File: src/rtl/core/lnws_pkg.sv
// Shared types, codes and constants of the LCD nibble write sequencer.
`default_nettype none
package lnws_pkg;

    localparam int VALUE_W    = 16;
    localparam int WAIT_W     = 16;
    localparam int MAX_DIGITS = 5;
    localparam int BCD_W      = 4 * MAX_DIGITS;
    localparam int CNT_W      = $clog2(VALUE_W);
    localparam int DIG_CNT_W  = $clog2(MAX_DIGITS + 1);
    localparam int INIT_COUNT = 7;
    localparam int INIT_IDX_W = $clog2(INIT_COUNT);

    localparam logic [WAIT_W-1:0] EDGE_WAIT_RESET  = 16'd1000;
    localparam logic [WAIT_W-1:0] POWER_WAIT_RESET = 16'd40000;
    localparam logic [WAIT_W-1:0] INIT_WAIT_A      = 16'd39;
    localparam logic [WAIT_W-1:0] INIT_WAIT_B      = 16'd37;

    localparam logic [7:0] CMD_LINE1  = 8'h80;
    localparam logic [7:0] CMD_LINE2  = 8'hC0;
    localparam logic [7:0] ASCII_ZERO = 8'h30;

    // Configuration register indexes.
    localparam logic CFG_EDGE_WAIT  = 1'b0;
    localparam logic CFG_POWER_WAIT = 1'b1;

    typedef enum logic [2:0] {
        FUNC_INIT = 3'd0,
        FUNC_CMD  = 3'd1,
        FUNC_DATA = 3'd2,
        FUNC_NUM  = 3'd3,
        FUNC_LINE = 3'd4
    } t_func;

    typedef enum logic [1:0] {
        BSEL_INIT,
        BSEL_VALUE,
        BSEL_LINE,
        BSEL_DIGIT
    } t_byte_sel;

    typedef enum logic [1:0] {
        EXTRA_NONE,
        EXTRA_A,
        EXTRA_B
    } t_extra;

    typedef enum logic [2:0] {
        S_IDLE,
        S_DECODE,
        S_POWER,
        S_CONV,
        S_SKIP,
        S_PHASE
    } t_state;

    typedef struct packed {
        logic                  capture;
        logic                  bcd_clear;
        logic                  bcd_shift;
        logic                  digit_pop;
        logic                  byte_load;
        t_byte_sel             byte_sel;
        logic [INIT_IDX_W-1:0] init_idx;
        logic                  emit;
        logic                  emit_power;
        logic [1:0]            phase;
        t_extra                extra;
        logic                  last;
    } t_dp_cmd;

    typedef struct packed {
        logic [2:0] func;
        logic       out_free;
        logic       line1;
        logic       line2;
        logic       top_zero;
    } t_dp_status;

    function automatic logic [7:0] init_cmd(input logic [INIT_IDX_W-1:0] idx);
        logic [7:0] cmd;
        case (idx)
            3'd0:    cmd = 8'h03;
            3'd1:    cmd = 8'h02;
            3'd2:    cmd = 8'h28;
            3'd3:    cmd = 8'h08;
            3'd4:    cmd = 8'h01;
            3'd5:    cmd = 8'h06;
            3'd6:    cmd = 8'h0F;
            default: cmd = 8'h00;
        endcase
        return cmd;
    endfunction

endpackage
`default_nettype wire

File: src/rtl/core/lnws_ctrl.sv
// Controller state machine of the LCD nibble write sequencer.
`default_nettype none
module lnws_ctrl (
    input  wire logic                 i_clk,
    input  wire logic                 i_rst_n,
    input  wire logic                 i_in_valid,
    output logic                      o_in_stall,
    input  wire lnws_pkg::t_dp_status i_status,
    output lnws_pkg::t_dp_cmd         o_cmd
);

    lnws_pkg::t_state                      r_state, n_state;
    logic [lnws_pkg::CNT_W-1:0]            r_bit_cnt, n_bit_cnt;
    logic [lnws_pkg::DIG_CNT_W-1:0]        r_digits, n_digits;
    logic [lnws_pkg::INIT_IDX_W-1:0]       r_init_idx, n_init_idx;
    logic [1:0]                            r_phase, n_phase;
    logic                                  more;

    always_ff @(posedge i_clk) begin
        if (!i_rst_n) begin
            r_state    <= lnws_pkg::S_IDLE;
            r_bit_cnt  <= '0;
            r_digits   <= '0;
            r_init_idx <= '0;
            r_phase    <= '0;
        end else begin
            r_state    <= n_state;
            r_bit_cnt  <= n_bit_cnt;
            r_digits   <= n_digits;
            r_init_idx <= n_init_idx;
            r_phase    <= n_phase;
        end
    end

    // Another byte follows the current one within this item.
    always_comb begin
        case (i_status.func)
            lnws_pkg::FUNC_INIT: more = (r_init_idx != lnws_pkg::INIT_IDX_W'(lnws_pkg::INIT_COUNT - 1));
            lnws_pkg::FUNC_NUM:  more = (r_digits != '0);
            default:             more = 1'b0;
        endcase
    end

    always_comb begin
        n_state    = r_state;
        n_bit_cnt  = r_bit_cnt;
        n_digits   = r_digits;
        n_init_idx = r_init_idx;
        n_phase    = r_phase;
        o_in_stall = (r_state != lnws_pkg::S_IDLE);
        o_cmd            = '0;
        o_cmd.byte_sel   = lnws_pkg::BSEL_INIT;
        o_cmd.extra      = lnws_pkg::EXTRA_NONE;
        o_cmd.phase      = r_phase;
        o_cmd.init_idx   = r_init_idx;

        case (r_state)
            lnws_pkg::S_IDLE: begin
                if (i_in_valid) begin
                    o_cmd.capture = 1'b1;
                    n_state       = lnws_pkg::S_DECODE;
                end
            end
            lnws_pkg::S_DECODE: begin
                n_phase = '0;
                case (i_status.func)
                    lnws_pkg::FUNC_INIT: begin
                        n_state = lnws_pkg::S_POWER;
                    end
                    lnws_pkg::FUNC_CMD, lnws_pkg::FUNC_DATA: begin
                        o_cmd.byte_load = 1'b1;
                        o_cmd.byte_sel  = lnws_pkg::BSEL_VALUE;
                        n_state         = lnws_pkg::S_PHASE;
                    end
                    lnws_pkg::FUNC_NUM: begin
                        o_cmd.bcd_clear = 1'b1;
                        n_bit_cnt       = '0;
                        n_state         = lnws_pkg::S_CONV;
                    end
                    lnws_pkg::FUNC_LINE: begin
                        if (i_status.line1 || i_status.line2) begin
                            o_cmd.byte_load = 1'b1;
                            o_cmd.byte_sel  = lnws_pkg::BSEL_LINE;
                            n_state         = lnws_pkg::S_PHASE;
                        end else begin
                            n_state = lnws_pkg::S_IDLE;
                        end
                    end
                    default: n_state = lnws_pkg::S_IDLE;
                endcase
            end
            lnws_pkg::S_POWER: begin
                if (i_status.out_free) begin
                    o_cmd.emit       = 1'b1;
                    o_cmd.emit_power = 1'b1;
                    o_cmd.byte_load  = 1'b1;
                    o_cmd.byte_sel   = lnws_pkg::BSEL_INIT;
                    o_cmd.init_idx   = '0;
                    n_init_idx       = '0;
                    n_state          = lnws_pkg::S_PHASE;
                end
            end
            lnws_pkg::S_CONV: begin
                o_cmd.bcd_shift = 1'b1;
                n_bit_cnt       = r_bit_cnt + 1'b1;
                if (r_bit_cnt == lnws_pkg::CNT_W'(lnws_pkg::VALUE_W - 1)) begin
                    n_digits = lnws_pkg::DIG_CNT_W'(lnws_pkg::MAX_DIGITS);
                    n_state  = lnws_pkg::S_SKIP;
                end
            end
            lnws_pkg::S_SKIP: begin
                // Drop leading zero digits but always keep the last one.
                o_cmd.digit_pop = 1'b1;
                n_digits        = r_digits - 1'b1;
                if (!(i_status.top_zero && r_digits > 1)) begin
                    o_cmd.byte_load = 1'b1;
                    o_cmd.byte_sel  = lnws_pkg::BSEL_DIGIT;
                    n_state         = lnws_pkg::S_PHASE;
                end
            end
            lnws_pkg::S_PHASE: begin
                if (i_status.out_free) begin
                    o_cmd.emit = 1'b1;
                    n_phase    = r_phase + 1'b1;
                    if (r_phase == 2'd3) begin
                        if (i_status.func == lnws_pkg::FUNC_INIT) begin
                            if (r_init_idx == '0) begin
                                o_cmd.extra = lnws_pkg::EXTRA_A;
                            end else if (r_init_idx == lnws_pkg::INIT_IDX_W'(2)) begin
                                o_cmd.extra = lnws_pkg::EXTRA_B;
                            end
                        end
                        if (more) begin
                            o_cmd.byte_load = 1'b1;
                            if (i_status.func == lnws_pkg::FUNC_INIT) begin
                                o_cmd.byte_sel = lnws_pkg::BSEL_INIT;
                                o_cmd.init_idx = r_init_idx + 1'b1;
                                n_init_idx     = r_init_idx + 1'b1;
                            end else begin
                                o_cmd.byte_sel  = lnws_pkg::BSEL_DIGIT;
                                o_cmd.digit_pop = 1'b1;
                                n_digits        = r_digits - 1'b1;
                            end
                        end else begin
                            o_cmd.last = 1'b1;
                            n_state    = lnws_pkg::S_IDLE;
                        end
                    end
                end
            end
            default: n_state = lnws_pkg::S_IDLE;
        endcase
    end

endmodule
`default_nettype wire

File: src/rtl/core/lnws_dp.sv
// Datapath of the LCD nibble write sequencer: registers, decimal conversion, result register.
`default_nettype none
module lnws_dp (
    input  wire logic                                 i_clk,
    input  wire logic                                 i_rst_n,
    input  wire logic                                 i_cfg_valid,
    input  wire logic                                 i_cfg_index,
    input  wire logic [lnws_pkg::WAIT_W-1:0]          i_cfg_data,
    input  wire logic [2:0]                           i_func,
    input  wire logic [lnws_pkg::VALUE_W-1:0]         i_value,
    input  wire lnws_pkg::t_dp_cmd                    i_cmd,
    output lnws_pkg::t_dp_status                      o_status,
    output logic                                      o_out_valid,
    input  wire logic                                 i_out_stall,
    output logic                                      o_reg_select,
    output logic [3:0]                                o_nibble,
    output logic                                      o_enable,
    output logic [lnws_pkg::WAIT_W-1:0]               o_wait_us,
    output logic                                      o_last
);

    logic [lnws_pkg::WAIT_W-1:0]  r_edge_wait, r_power_wait;
    logic [2:0]                   r_func;
    logic [lnws_pkg::VALUE_W-1:0] r_value;
    logic [lnws_pkg::BCD_W-1:0]   r_bcd, bcd_adj;
    logic [lnws_pkg::VALUE_W-1:0] r_bin;
    logic [7:0]                   r_byte, n_byte;
    logic                         r_rs, n_rs;
    logic                         r_out_valid;
    logic                         r_o_rs, r_o_en, r_o_last;
    logic [3:0]                   r_o_nib;
    logic [lnws_pkg::WAIT_W-1:0]  r_o_wait;
    logic [lnws_pkg::WAIT_W-1:0]  extra;
    logic [lnws_pkg::WAIT_W:0]    wait_sum;
    logic [lnws_pkg::WAIT_W-1:0]  phase_wait;

    always_ff @(posedge i_clk) begin
        if (!i_rst_n) begin
            r_edge_wait  <= lnws_pkg::EDGE_WAIT_RESET;
            r_power_wait <= lnws_pkg::POWER_WAIT_RESET;
        end else if (i_cfg_valid) begin
            if (i_cfg_index == lnws_pkg::CFG_EDGE_WAIT) begin
                r_edge_wait <= i_cfg_data;
            end else begin
                r_power_wait <= i_cfg_data;
            end
        end
    end

    always_ff @(posedge i_clk) begin
        if (!i_rst_n) begin
            r_func <= lnws_pkg::FUNC_INIT;
        end else if (i_cmd.capture) begin
            r_func <= i_func;
        end
    end

    always_ff @(posedge i_clk) begin
        if (i_cmd.capture) begin
            r_value <= i_value;
        end
    end

    // Shift-and-add-3 step: each BCD digit of five or more is corrected before the shift.
    always_comb begin
        for (int d = 0; d < lnws_pkg::MAX_DIGITS; d++) begin
            bcd_adj[4*d +: 4] = (r_bcd[4*d +: 4] >= 4'd5) ? r_bcd[4*d +: 4] + 4'd3
                                                          : r_bcd[4*d +: 4];
        end
    end

    always_ff @(posedge i_clk) begin
        if (i_cmd.bcd_clear) begin
            r_bcd <= '0;
            r_bin <= r_value;
        end else if (i_cmd.bcd_shift) begin
            r_bcd <= {bcd_adj[lnws_pkg::BCD_W-2:0], r_bin[lnws_pkg::VALUE_W-1]};
            r_bin <= {r_bin[lnws_pkg::VALUE_W-2:0], 1'b0};
        end else if (i_cmd.digit_pop) begin
            r_bcd <= {r_bcd[lnws_pkg::BCD_W-5:0], 4'b0};
        end
    end

    always_comb begin
        case (i_cmd.byte_sel)
            lnws_pkg::BSEL_INIT: begin
                n_byte = lnws_pkg::init_cmd(i_cmd.init_idx);
                n_rs   = 1'b0;
            end
            lnws_pkg::BSEL_VALUE: begin
                n_byte = r_value[7:0];
                n_rs   = (r_func == lnws_pkg::FUNC_DATA);
            end
            lnws_pkg::BSEL_LINE: begin
                n_byte = (r_value == lnws_pkg::VALUE_W'(1)) ? lnws_pkg::CMD_LINE1
                                                           : lnws_pkg::CMD_LINE2;
                n_rs   = 1'b0;
            end
            lnws_pkg::BSEL_DIGIT: begin
                n_byte = lnws_pkg::ASCII_ZERO | {4'b0, r_bcd[lnws_pkg::BCD_W-1 -: 4]};
                n_rs   = 1'b1;
            end
            default: begin
                n_byte = '0;
                n_rs   = 1'b0;
            end
        endcase
    end

    always_ff @(posedge i_clk) begin
        if (i_cmd.byte_load) begin
            r_byte <= n_byte;
            r_rs   <= n_rs;
        end
    end

    always_comb begin
        case (i_cmd.extra)
            lnws_pkg::EXTRA_A: extra = lnws_pkg::INIT_WAIT_A;
            lnws_pkg::EXTRA_B: extra = lnws_pkg::INIT_WAIT_B;
            default:           extra = '0;
        endcase
        wait_sum   = {1'b0, r_edge_wait} + {1'b0, extra};
        phase_wait = wait_sum[lnws_pkg::WAIT_W] ? '1 : wait_sum[lnws_pkg::WAIT_W-1:0];
    end

    always_ff @(posedge i_clk) begin
        if (!i_rst_n) begin
            r_out_valid <= 1'b0;
        end else if (i_cmd.emit) begin
            r_out_valid <= 1'b1;
        end else if (!i_out_stall) begin
            r_out_valid <= 1'b0;
        end
    end

    always_ff @(posedge i_clk) begin
        if (i_cmd.emit) begin
            if (i_cmd.emit_power) begin
                r_o_rs   <= 1'b0;
                r_o_nib  <= '0;
                r_o_en   <= 1'b0;
                r_o_wait <= r_power_wait;
            end else begin
                r_o_rs   <= r_rs;
                r_o_nib  <= i_cmd.phase[1] ? r_byte[3:0] : r_byte[7:4];
                r_o_en   <= ~i_cmd.phase[0];
                r_o_wait <= phase_wait;
            end
            r_o_last <= i_cmd.last;
        end
    end

    assign o_status.func     = r_func;
    assign o_status.out_free = ~r_out_valid | ~i_out_stall;
    assign o_status.line1    = (r_value == lnws_pkg::VALUE_W'(1));
    assign o_status.line2    = (r_value == lnws_pkg::VALUE_W'(2));
    assign o_status.top_zero = (r_bcd[lnws_pkg::BCD_W-1 -: 4] == 4'd0);

    assign o_out_valid  = r_out_valid;
    assign o_reg_select = r_o_rs;
    assign o_nibble     = r_o_nib;
    assign o_enable     = r_o_en;
    assign o_wait_us    = r_o_wait;
    assign o_last       = r_o_last;

endmodule
`default_nettype wire

File: src/rtl/core/lcd_nibble_write_sequencer.sv
// Top level of the LCD nibble write sequencer: controller and datapath.
//
// Each accepted item turns into a stream of bus phases, one phase per clock while the output
// side does not stall. A command, character or cursor item gives 4 phases; init gives 29
// phases; a number first runs a shift-and-add-3 conversion to decimal, then drops up to
// four leading zero digits one per cycle and sends 4 phases per digit. The phase emission,
// one phase per cycle from the single result register, sets the pace. One item is worked at
// a time; the input stalls until the last phase of the item has been taken into the result
// register. A cursor item for a line other than 1 or 2 and an unknown function give no phase.
`default_nettype none
module lcd_nibble_write_sequencer (
    input  wire logic                          i_clk,
    input  wire logic                          i_rst_n,
    input  wire logic                          i_cfg_valid,
    output logic                               o_cfg_ready,
    input  wire logic                          i_cfg_index,
    input  wire logic [lnws_pkg::WAIT_W-1:0]   i_cfg_data,
    input  wire logic                          i_in_valid,
    output logic                               o_in_stall,
    input  wire logic [2:0]                    i_func,
    input  wire logic [lnws_pkg::VALUE_W-1:0]  i_value,
    output logic                               o_out_valid,
    input  wire logic                          i_out_stall,
    output logic                               o_reg_select,
    output logic [3:0]                         o_nibble,
    output logic                               o_enable,
    output logic [lnws_pkg::WAIT_W-1:0]        o_wait_us,
    output logic                               o_last
);

    lnws_pkg::t_dp_cmd    dp_cmd;
    lnws_pkg::t_dp_status dp_status;

    assign o_cfg_ready = 1'b1;

    lnws_ctrl u_ctrl (
        .i_clk      (i_clk),
        .i_rst_n    (i_rst_n),
        .i_in_valid (i_in_valid),
        .o_in_stall (o_in_stall),
        .i_status   (dp_status),
        .o_cmd      (dp_cmd)
    );

    lnws_dp u_dp (
        .i_clk        (i_clk),
        .i_rst_n      (i_rst_n),
        .i_cfg_valid  (i_cfg_valid),
        .i_cfg_index  (i_cfg_index),
        .i_cfg_data   (i_cfg_data),
        .i_func       (i_func),
        .i_value      (i_value),
        .i_cmd        (dp_cmd),
        .o_status     (dp_status),
        .o_out_valid  (o_out_valid),
        .i_out_stall  (i_out_stall),
        .o_reg_select (o_reg_select),
        .o_nibble     (o_nibble),
        .o_enable     (o_enable),
        .o_wait_us    (o_wait_us),
        .o_last       (o_last)
    );

endmodule
`default_nettype wire
File: config.mk
export PLATFORM = sky130hd
export DESIGN_NAME = lcd_nibble_write_sequencer
export DESIGN_NICKNAME = d
export VERILOG_FILES = /design/src/rtl/core/lnws_pkg.sv /design/src/rtl/core/lnws_ctrl.sv /design/src/rtl/core/lnws_dp.sv /design/src/rtl/core/lcd_nibble_write_sequencer.sv
export SDC_FILE = /design/constraint.sdc
export NUM_CORES = 1
export LEC_CHECK = 0
export BUFFER_PORTS_ARGS = -buffer_cell sky130_fd_sc_hd__buf_2
export CAP_MARGIN = 0
export CORE_MARGIN = 4
export CORE_UTILIZATION = 55
export CTS_CLUSTER_SIZE = 24
export DETAILED_ROUTE_END_ITERATION = 8
export PLACE_DENSITY = 0.75
export SLEW_MARGIN = 20
export SYNTH_ARGS = -nofsm -noshare
export SYNTH_HDL_FRONTEND = slang
export SYNTH_SLANG_ARGS = --single-unit
File: constraint.sdc
create_clock -name i_clk -period 5.2 [get_ports i_clk]
set_input_delay 0.52 -clock i_clk [delete_from_list [all_inputs] [get_ports i_clk]]
set_output_delay 0.52 -clock i_clk [all_outputs]
set_load 0.02 [all_outputs]
==> results of run 1 <==
==> per-layer routing <==
metal / up-vias / GRT usage, %
li1: 2623 / -
met1: 2602 / 29.04
met2: 200 / 36.56
met3: 26 / 5.094
met4: 0 / 9.084
met5: - / 0
==> power breakdown <==
group / total, W / internal [W] / switching [W]
clock: 0.00113 / 0.000711 / 0.000416
sequential: 0.00162 / 0.00141 / 0.000215
combinational: 0.00105 / 0.000404 / 0.000650
==> flip-flops by register name, indices dropped and copies added, names as in the netlist, 4 cells and up <==
signal	count
u_dp.r_power_wait	16
u_dp.r_bin	16
u_dp.r_bcd	20
u_dp.r_edge_wait	16
u_dp.r_value	16
u_dp.o_nibble	4
u_dp.o_wait_us	16
u_dp.r_byte	8
u_ctrl.r_bit_cnt	4
==> worst paths after layout <==
kind                          from               endpoint  slack (ns)  cells past startpoint
max              u_ctrl.r_state[2]     u_dp.o_wait_us[10]        0.92                     14
min                    i_value[12]       u_dp.r_value[12]        0.27                      1
max reg2reg      u_ctrl.r_state[2]     u_dp.o_wait_us[10]        0.92                     14
min reg2reg  u_dp.r_power_wait[14]  u_dp.r_power_wait[14]        0.46                      2
==> per-stage QoR <==
step	hold slack, ns	cell area [sq um]
final	0.2714	7536
after global routing	0.2590	7536
after CTS	0.2511	7531
after detailed placement	0.4491	6987
after global placement	0.4448	6987
after floorplan	0.4305	6593
==> logic make-up after synthesis <==
kind of cell    after synthesis
buf+inv                      66
flops                       135
fa+ha+maj                    24
other cells                   1
xor+xnor                     20
simple gates                294
mux                          14
compound gates              158
==> layout make-up <==
cell class,instances,area (sq um),area share [%]
tap,143,178.9,2.374
clock inverter,6,78.83,1.046
inverter,25,93.84,1.245
clock buffer,25,465.4,6.176
multi-input combinational,511,2990,39.68
timing repair buffer,73,385.4,5.114
sequential,135,3343,44.36
==> critical path, delay by kind of cell, from the launching register on <==
family	cells	cell delay [ns]
AO/OA/AOI/OAI	4	1.06
AND/OR/NAND/NOR	5	1.17
buffers and inverters	2	0.35
flip-flops	1	0.50
adder cells (fa/ha/maj)	3	0.94
==> cell usage after synthesis, types with 6 or more instances <==
cell type | number | area (sq um)
sky130_fd_sc_hd__inv_1 | 25 | 93.84
sky130_fd_sc_hd__xnor2_1 | 10 | 87.58
sky130_fd_sc_hd__xor2_1 | 10 | 87.58
sky130_fd_sc_hd__nand2_1 | 139 | 521.8
sky130_fd_sc_hd__nand3_1 | 30 | 150.1
sky130_fd_sc_hd__mux2i_1 | 13 | 130.1
sky130_fd_sc_hd__a211oi_1 | 17 | 127.6
sky130_fd_sc_hd__o21ai_0 | 15 | 75.07
sky130_fd_sc_hd__nor2_1 | 64 | 240.2
sky130_fd_sc_hd__nor3_1 | 14 | 70.07
sky130_fd_sc_hd__edfxtp_1 | 64 | 1922
sky130_fd_sc_hd__nand2b_1 | 10 | 62.56
sky130_fd_sc_hd__nand4_1 | 7 | 43.79
sky130_fd_sc_hd__ha_1 | 23 | 287.8
sky130_fd_sc_hd__a21oi_1 | 64 | 320.3
sky130_fd_sc_hd__a31oi_1 | 13 | 81.33
sky130_fd_sc_hd__o21a_1 | 10 | 75.07
sky130_fd_sc_hd__clkbuf_1 | 35 | 131.4
sky130_fd_sc_hd__and2_1 | 6 | 37.54
sky130_fd_sc_hd__dfxtp_1 | 71 | 1421
==> flow_summary_export.csv, run 1 <==
group,metric,value,unit
floorplanning,die_h,117.5,um
finish,fill_cells,917,
floorplanning,rows,39,
synth,synth_async_sr_flop_share,0,%
synth,syn_nets,777,
cts,cts_num_sinks,135,
finish,final_layout_size_suffix_gt1_share,13.68,%
cts,postCtsSetupBuffers,0,
route,drc_errors,0,
sta,grt_setup_unrepaired,"false",
worst_setup_path,timing.critical_path.required,5.37,ns
cts,numCtsBuffers,17,
cts,tritoncts,"done",
synth,synth_edf_count,64,
synth,postSynthAreaPerCell,9.259,sq um
cts,cts.clk_slew.worst_paths,0.05,ns
synth,ys_ff_latch,135,
cts,clk_latency,0.42,ns
sta,fin_skew,0.01278,ns
sta,timing.final.crit_share,82.27,%
job,max_cap_violations,0,
pwr,totalPowerFinal,0.003805,W
cts,bufs_on_longest_clock_path,2,
worst_setup_path,worst_setup_path_end_kind,"flop",
placed_design,post-dp-hpwl,10330,um
synth,synth-seq-area-share,50.71,%
pwr,p_leak,3.028,nW
sta,max_clock_freq,0.2338,GHz
floorplanning,num_io_pins,67,
sta,finalCriticalPeriod,4.278,ns
sta,timing.setup.tns,0,ns
finish,synthToLayoutAreaGrowth,14.31,%
pwr,powerDensity,504.9,nW/um^2
worst_setup_path,crit_slowest_cell,"sky130_fd_sc_hd__a31oi_1",
synth,commonest_register_cell_after_synthesis,"sky130_fd_sc_hd__dfxtp_1",
synth,synth_top_family_by_area,"simple AND/OR/NAND/NOR gates",
cts,depth_of_the_cts_h_tree,4,
synth,synthesized_area_fraction_occupied_by_ao_oa_aoi_and_oai_cells,16.11,%
pwr,vdd_drop_max,303.5,uV
synth,mappedNetlistArea,6593,sq um
route,drt.antenna.violating_nets,0,
route,routed.top_layer,"met4",
sta,tightest_slew,0.9923,ns
placed_design,globalplace.congestion,0.8824,
route,route.final.wire_length,15190,um
grt,initial_antenna_violation_count,0,
finish,non_filler_instance_count_after_layout,918,
placed_design,pre_cts_setup_slack,0.9831,ns
synth,synth_mux_area_share,2.145,%
synth,synthDistinctLibCells,58,
route,via_count,5451,
worst_setup_path,path_max_fanout,12,
grt,first_global_vias,5167,
sta,fin_ws,0.9221,ns
hold_path,min_path_type,"input pin to flop",
worst_setup_path,startpoint_type,"flop",
sta,max_slew_vio_count,0,
finish,layout.cells.most_common_list,"sky130_fd_sc_hd__nand2_1, sky130_fd_sc_hd__dfxtp_1, sky130_fd_sc_hd__buf_2",
sta,slew_headroom,33.69,%
worst_setup_path,crit_chain,"and3b_1, nand3_1, nor3_1, nand3b_1, ha_1, inv_1, ha_1, fa_1, a21oi_1, nor2_1, o21a_1, a31oi_1, buf_4, a21oi_1",
finish,antennaDiodeCount,0,
synth,post_synth_fa_ha_maj_area_fraction,4.669,%
floorplanning,dieWidth,117.5,um
synth,syn_inst,712,
worst_setup_path,cpPeakStageDelay,0.51,ns
placed_design,placedCellCount,887,
finish,final_core_util,65.16,%
floorplanning,placeableCoreArea,11560,sq um
synth,synth_warnings,0,
placed_design,io_buffers,65,
grt,grt_remaining_overflow,0,
floorplanning,start_util,57.01,%
cts,clockRootBuffer,"sky130_fd_sc_hd__clkbuf_16",
finish,final_common_cell,"sky130_fd_sc_hd__nand2_1",
route,detail_route.wirelength.met1,6547,um
sta,report.final.hold_viol_count,0,
grt,largest_net_degree_at_the_start_of_global_routing,42,
route,first_iter_violations,463,
run_status,result_of_the_run,"finished clean",
route,met3_routed_wirelength,1002,um
worst_setup_path,arrival,4.45,ns
grt,wire_length_of_the_first_global_routing_pass,25160,um
cts,cts_hold_repair.buffers,0,
floorplanning,area_of_the_die,13800,sq um
finish,design.final.nets,828,
synth,post_synth_xor_area_fraction,2.657,%
cts,post_cts_resize_count,0,
sta,setup_viol,0,
route,wl_met2,7384,um
route,detail_route.vias_per_cell,5.938,
route,detailedRoute.firstPassIterationCount,7,
route,route.detailed.wl_per_inst,16.55,um
worst_setup_path,crit_type,"flop to flop",
synth,synth-simple-area-share,19.64,%
grt,grt_util_all_layers,22.41,%
No activity file was read; power rests on OpenSTA's default activity.
==> run 2, diff against run 1 <==
Settings changed: CORE_UTILIZATION 55 to 53, PLACE_DENSITY 0.75 to 0.76.
Clock period 5.2 ns to 3.9 ns, I/O delays scaled along.
==> run 2 against run 1 <==
  * Clock skew shrank 0.0056 ns
  * Final cell count is 3.4% higher
  * Critical path depth unchanged
  * Total power rose by 33%
  * Design area is 0.98% higher
  * Via count is 0.66% lower
  * Die area increased by 3.5%
  * Largest cell class unchanged
==> flow_summary_export.csv, run 2 (same netlist as run 1, synthesis figures left out) <==
group,metric,value,unit
worst_setup_path,worst_setup_path_end_kind,"flop",
cts,cts.clk_slew.worst_paths,0.06,ns
sta,grt_setup_unrepaired,"false",
finish,non_filler_instance_count_after_layout,949,
grt,largest_net_degree_at_the_start_of_global_routing,42,
worst_setup_path,timing.critical_path.required,4.06,ns
sta,report.final.hold_viol_count,0,
worst_setup_path,crit_type,"flop to flop",
cts,tritoncts,"done",
pwr,powerDensity,666.8,nW/um^2
finish,largest_reg_flops,20,
placed_design,post-dp-hpwl,10540,um
cts,post_cts_resize_count,0,
sta,finalCriticalPeriod,3.667,ns
route,detailedRoute.firstPassIterationCount,5,
finish,design.final.nets,834,
cts,cts_num_sinks,135,
worst_setup_path,crit_chain,"nor2_1, nand2_1, nor3_1, and2_1, ha_1, inv_1, ha_1, fa_1, a21oi_1, nor2_1, o21a_1, a31oi_1, buf_4, a21oi_1",
finish,final_layout_size_suffix_gt1_share,14.98,%
cts,numCtsBuffers,17,
cts,cts_hold_repair.buffers,0,
grt,wire_length_of_the_first_global_routing_pass,24790,um
worst_setup_path,crit_slowest_cell,"sky130_fd_sc_hd__dfxtp_1",
floorplanning,die_h,119.5,um
placed_design,placedCellCount,918,
sta,slew_headroom,31.42,%
floorplanning,dieWidth,119.5,um
floorplanning,start_util,54.43,%
sta,timing.setup.tns,0,ns
grt,first_global_vias,5178,
route,drt.antenna.violating_nets,0,
floorplanning,num_io_pins,67,
floorplanning,area_of_the_die,14290,sq um
placed_design,io_buffers,65,
grt,initial_antenna_violation_count,0,
route,route.final.wire_length,15140,um
cts,clk_latency,0.42,ns
sta,fin_skew,0.007128,ns
sta,tightest_slew,1.029,ns
cts,bufs_on_longest_clock_path,2,
worst_setup_path,path_max_fanout,11,
sta,timing.final.crit_share,94.03,%
finish,layout.cells.most_common_list,"sky130_fd_sc_hd__nand2_1, sky130_fd_sc_hd__dfxtp_1, sky130_fd_sc_hd__buf_2",
cts,clockRootBuffer,"sky130_fd_sc_hd__clkbuf_16",
pwr,vdd_drop_max,413.8,uV
route,first_iter_violations,419,
finish,antennaDiodeCount,0,
finish,synthToLayoutAreaGrowth,15.43,%
worst_setup_path,cpPeakStageDelay,0.58,ns
route,route.detailed.wl_per_inst,15.95,um
sta,max_clock_freq,0.2727,GHz
floorplanning,rows,40,
worst_setup_path,arrival,3.83,ns
route,drc_errors,0,
job,max_cap_violations,0,
grt,grt_util_all_layers,21.56,%
floorplanning,placeableCoreArea,12110,sq um
hold_path,min_path_type,"input pin to flop",
sta,setup_viol,0,
grt,grt_remaining_overflow,0,
cts,postCtsSetupBuffers,0,
finish,max_flop_register,"u_dp.r_bcd",
pwr,p_leak,3.050,nW
placed_design,globalplace.congestion,0.8829,
sta,max_slew_vio_count,0,
run_status,result_of_the_run,"finished clean",
route,detail_route.vias_per_cell,5.706,
route,via_count,5415,
finish,final_common_cell,"sky130_fd_sc_hd__nand2_1",
worst_setup_path,startpoint_type,"flop",
cts,depth_of_the_cts_h_tree,4,
## run 2: final cells by class
cell class | count | area, sq um
clock buffer | 23 | 467.9
multi-input combinational | 511 | 2988
tap | 168 | 210.2
timing repair buffer | 79 | 430.4
clock inverter | 8 | 76.32
inverter | 25 | 93.84
fill | 1008 | 4502
sequential | 135 | 3343
## run 2: routing by layer
| metal | share of wire, % | global-route usage (%) | vias to the layer above |
|---|---|---|---|
| li1 | - | - | 2627 |
| met1 | 43 | 27.29 | 2570 |
| met2 | 49 | 35.88 | 199 |
| met3 | 6.6 | 5.419 | 19 |
| met4 | 1.6 | 7.874 | 0 |
| met5 | 0 | 0 | - |
## run 2: worst max-delay path, delay by kind of cell (launching register included)
| family | cells | cell delay, ns |
|---|---|---|
| AND/OR/NAND/NOR | 5 | 0.65 |
| AO/OA/AOI/OAI | 4 | 0.92 |
| buffers and inverters | 2 | 0.33 |
| flip-flops | 1 | 0.58 |
| adder cells (fa/ha/maj) | 3 | 0.93 |
## run 2: path summary, 6_finish.rpt
kind / slack, ns / startpoint / to / depth (start not counted)
max: 0.23 / u_dp.r_func[0] / u_dp.o_wait_us[0] / 14
min: 0.14 / i_value[1] / u_dp.r_value[1] / 1
max reg2reg: 0.23 / u_dp.r_func[0] / u_dp.o_wait_us[0] / 14
min reg2reg: 0.47 / u_dp.r_power_wait[1] / u_dp.r_power_wait[1] / 2
## run 2: where the power goes
group	internal, W	total, W	switching (W)
Sequential	0.00188	0.00214	0.000262
Clock	0.000902	0.00147	0.000572
Combinational	0.000556	0.00146	0.000901
## run 2: through the flow
| stage | hold WS, ns | utilization [%] | setup WS, ns | cell area, sq um | total power (W) |
|---|---|---|---|---|---|
| detailed placement | 0.4504 | 58.34 | 0.2651 | 7066 | 0.003603 |
| floorplan | 0.4305 | - | 0.2840 | 6593 | 0.003182 |
| finish | 0.1441 | 62.83 | 0.2330 | 7610 | 0.005074 |
| CTS | 0.1287 | 62.83 | 0.2769 | 7610 | 0.005086 |
| global route | 0.1256 | 62.83 | 0.01384 | 7610 | 0.005370 |
| global placement | 0.4426 | 58.34 | 0.4470 | 7066 | 0.003506 |
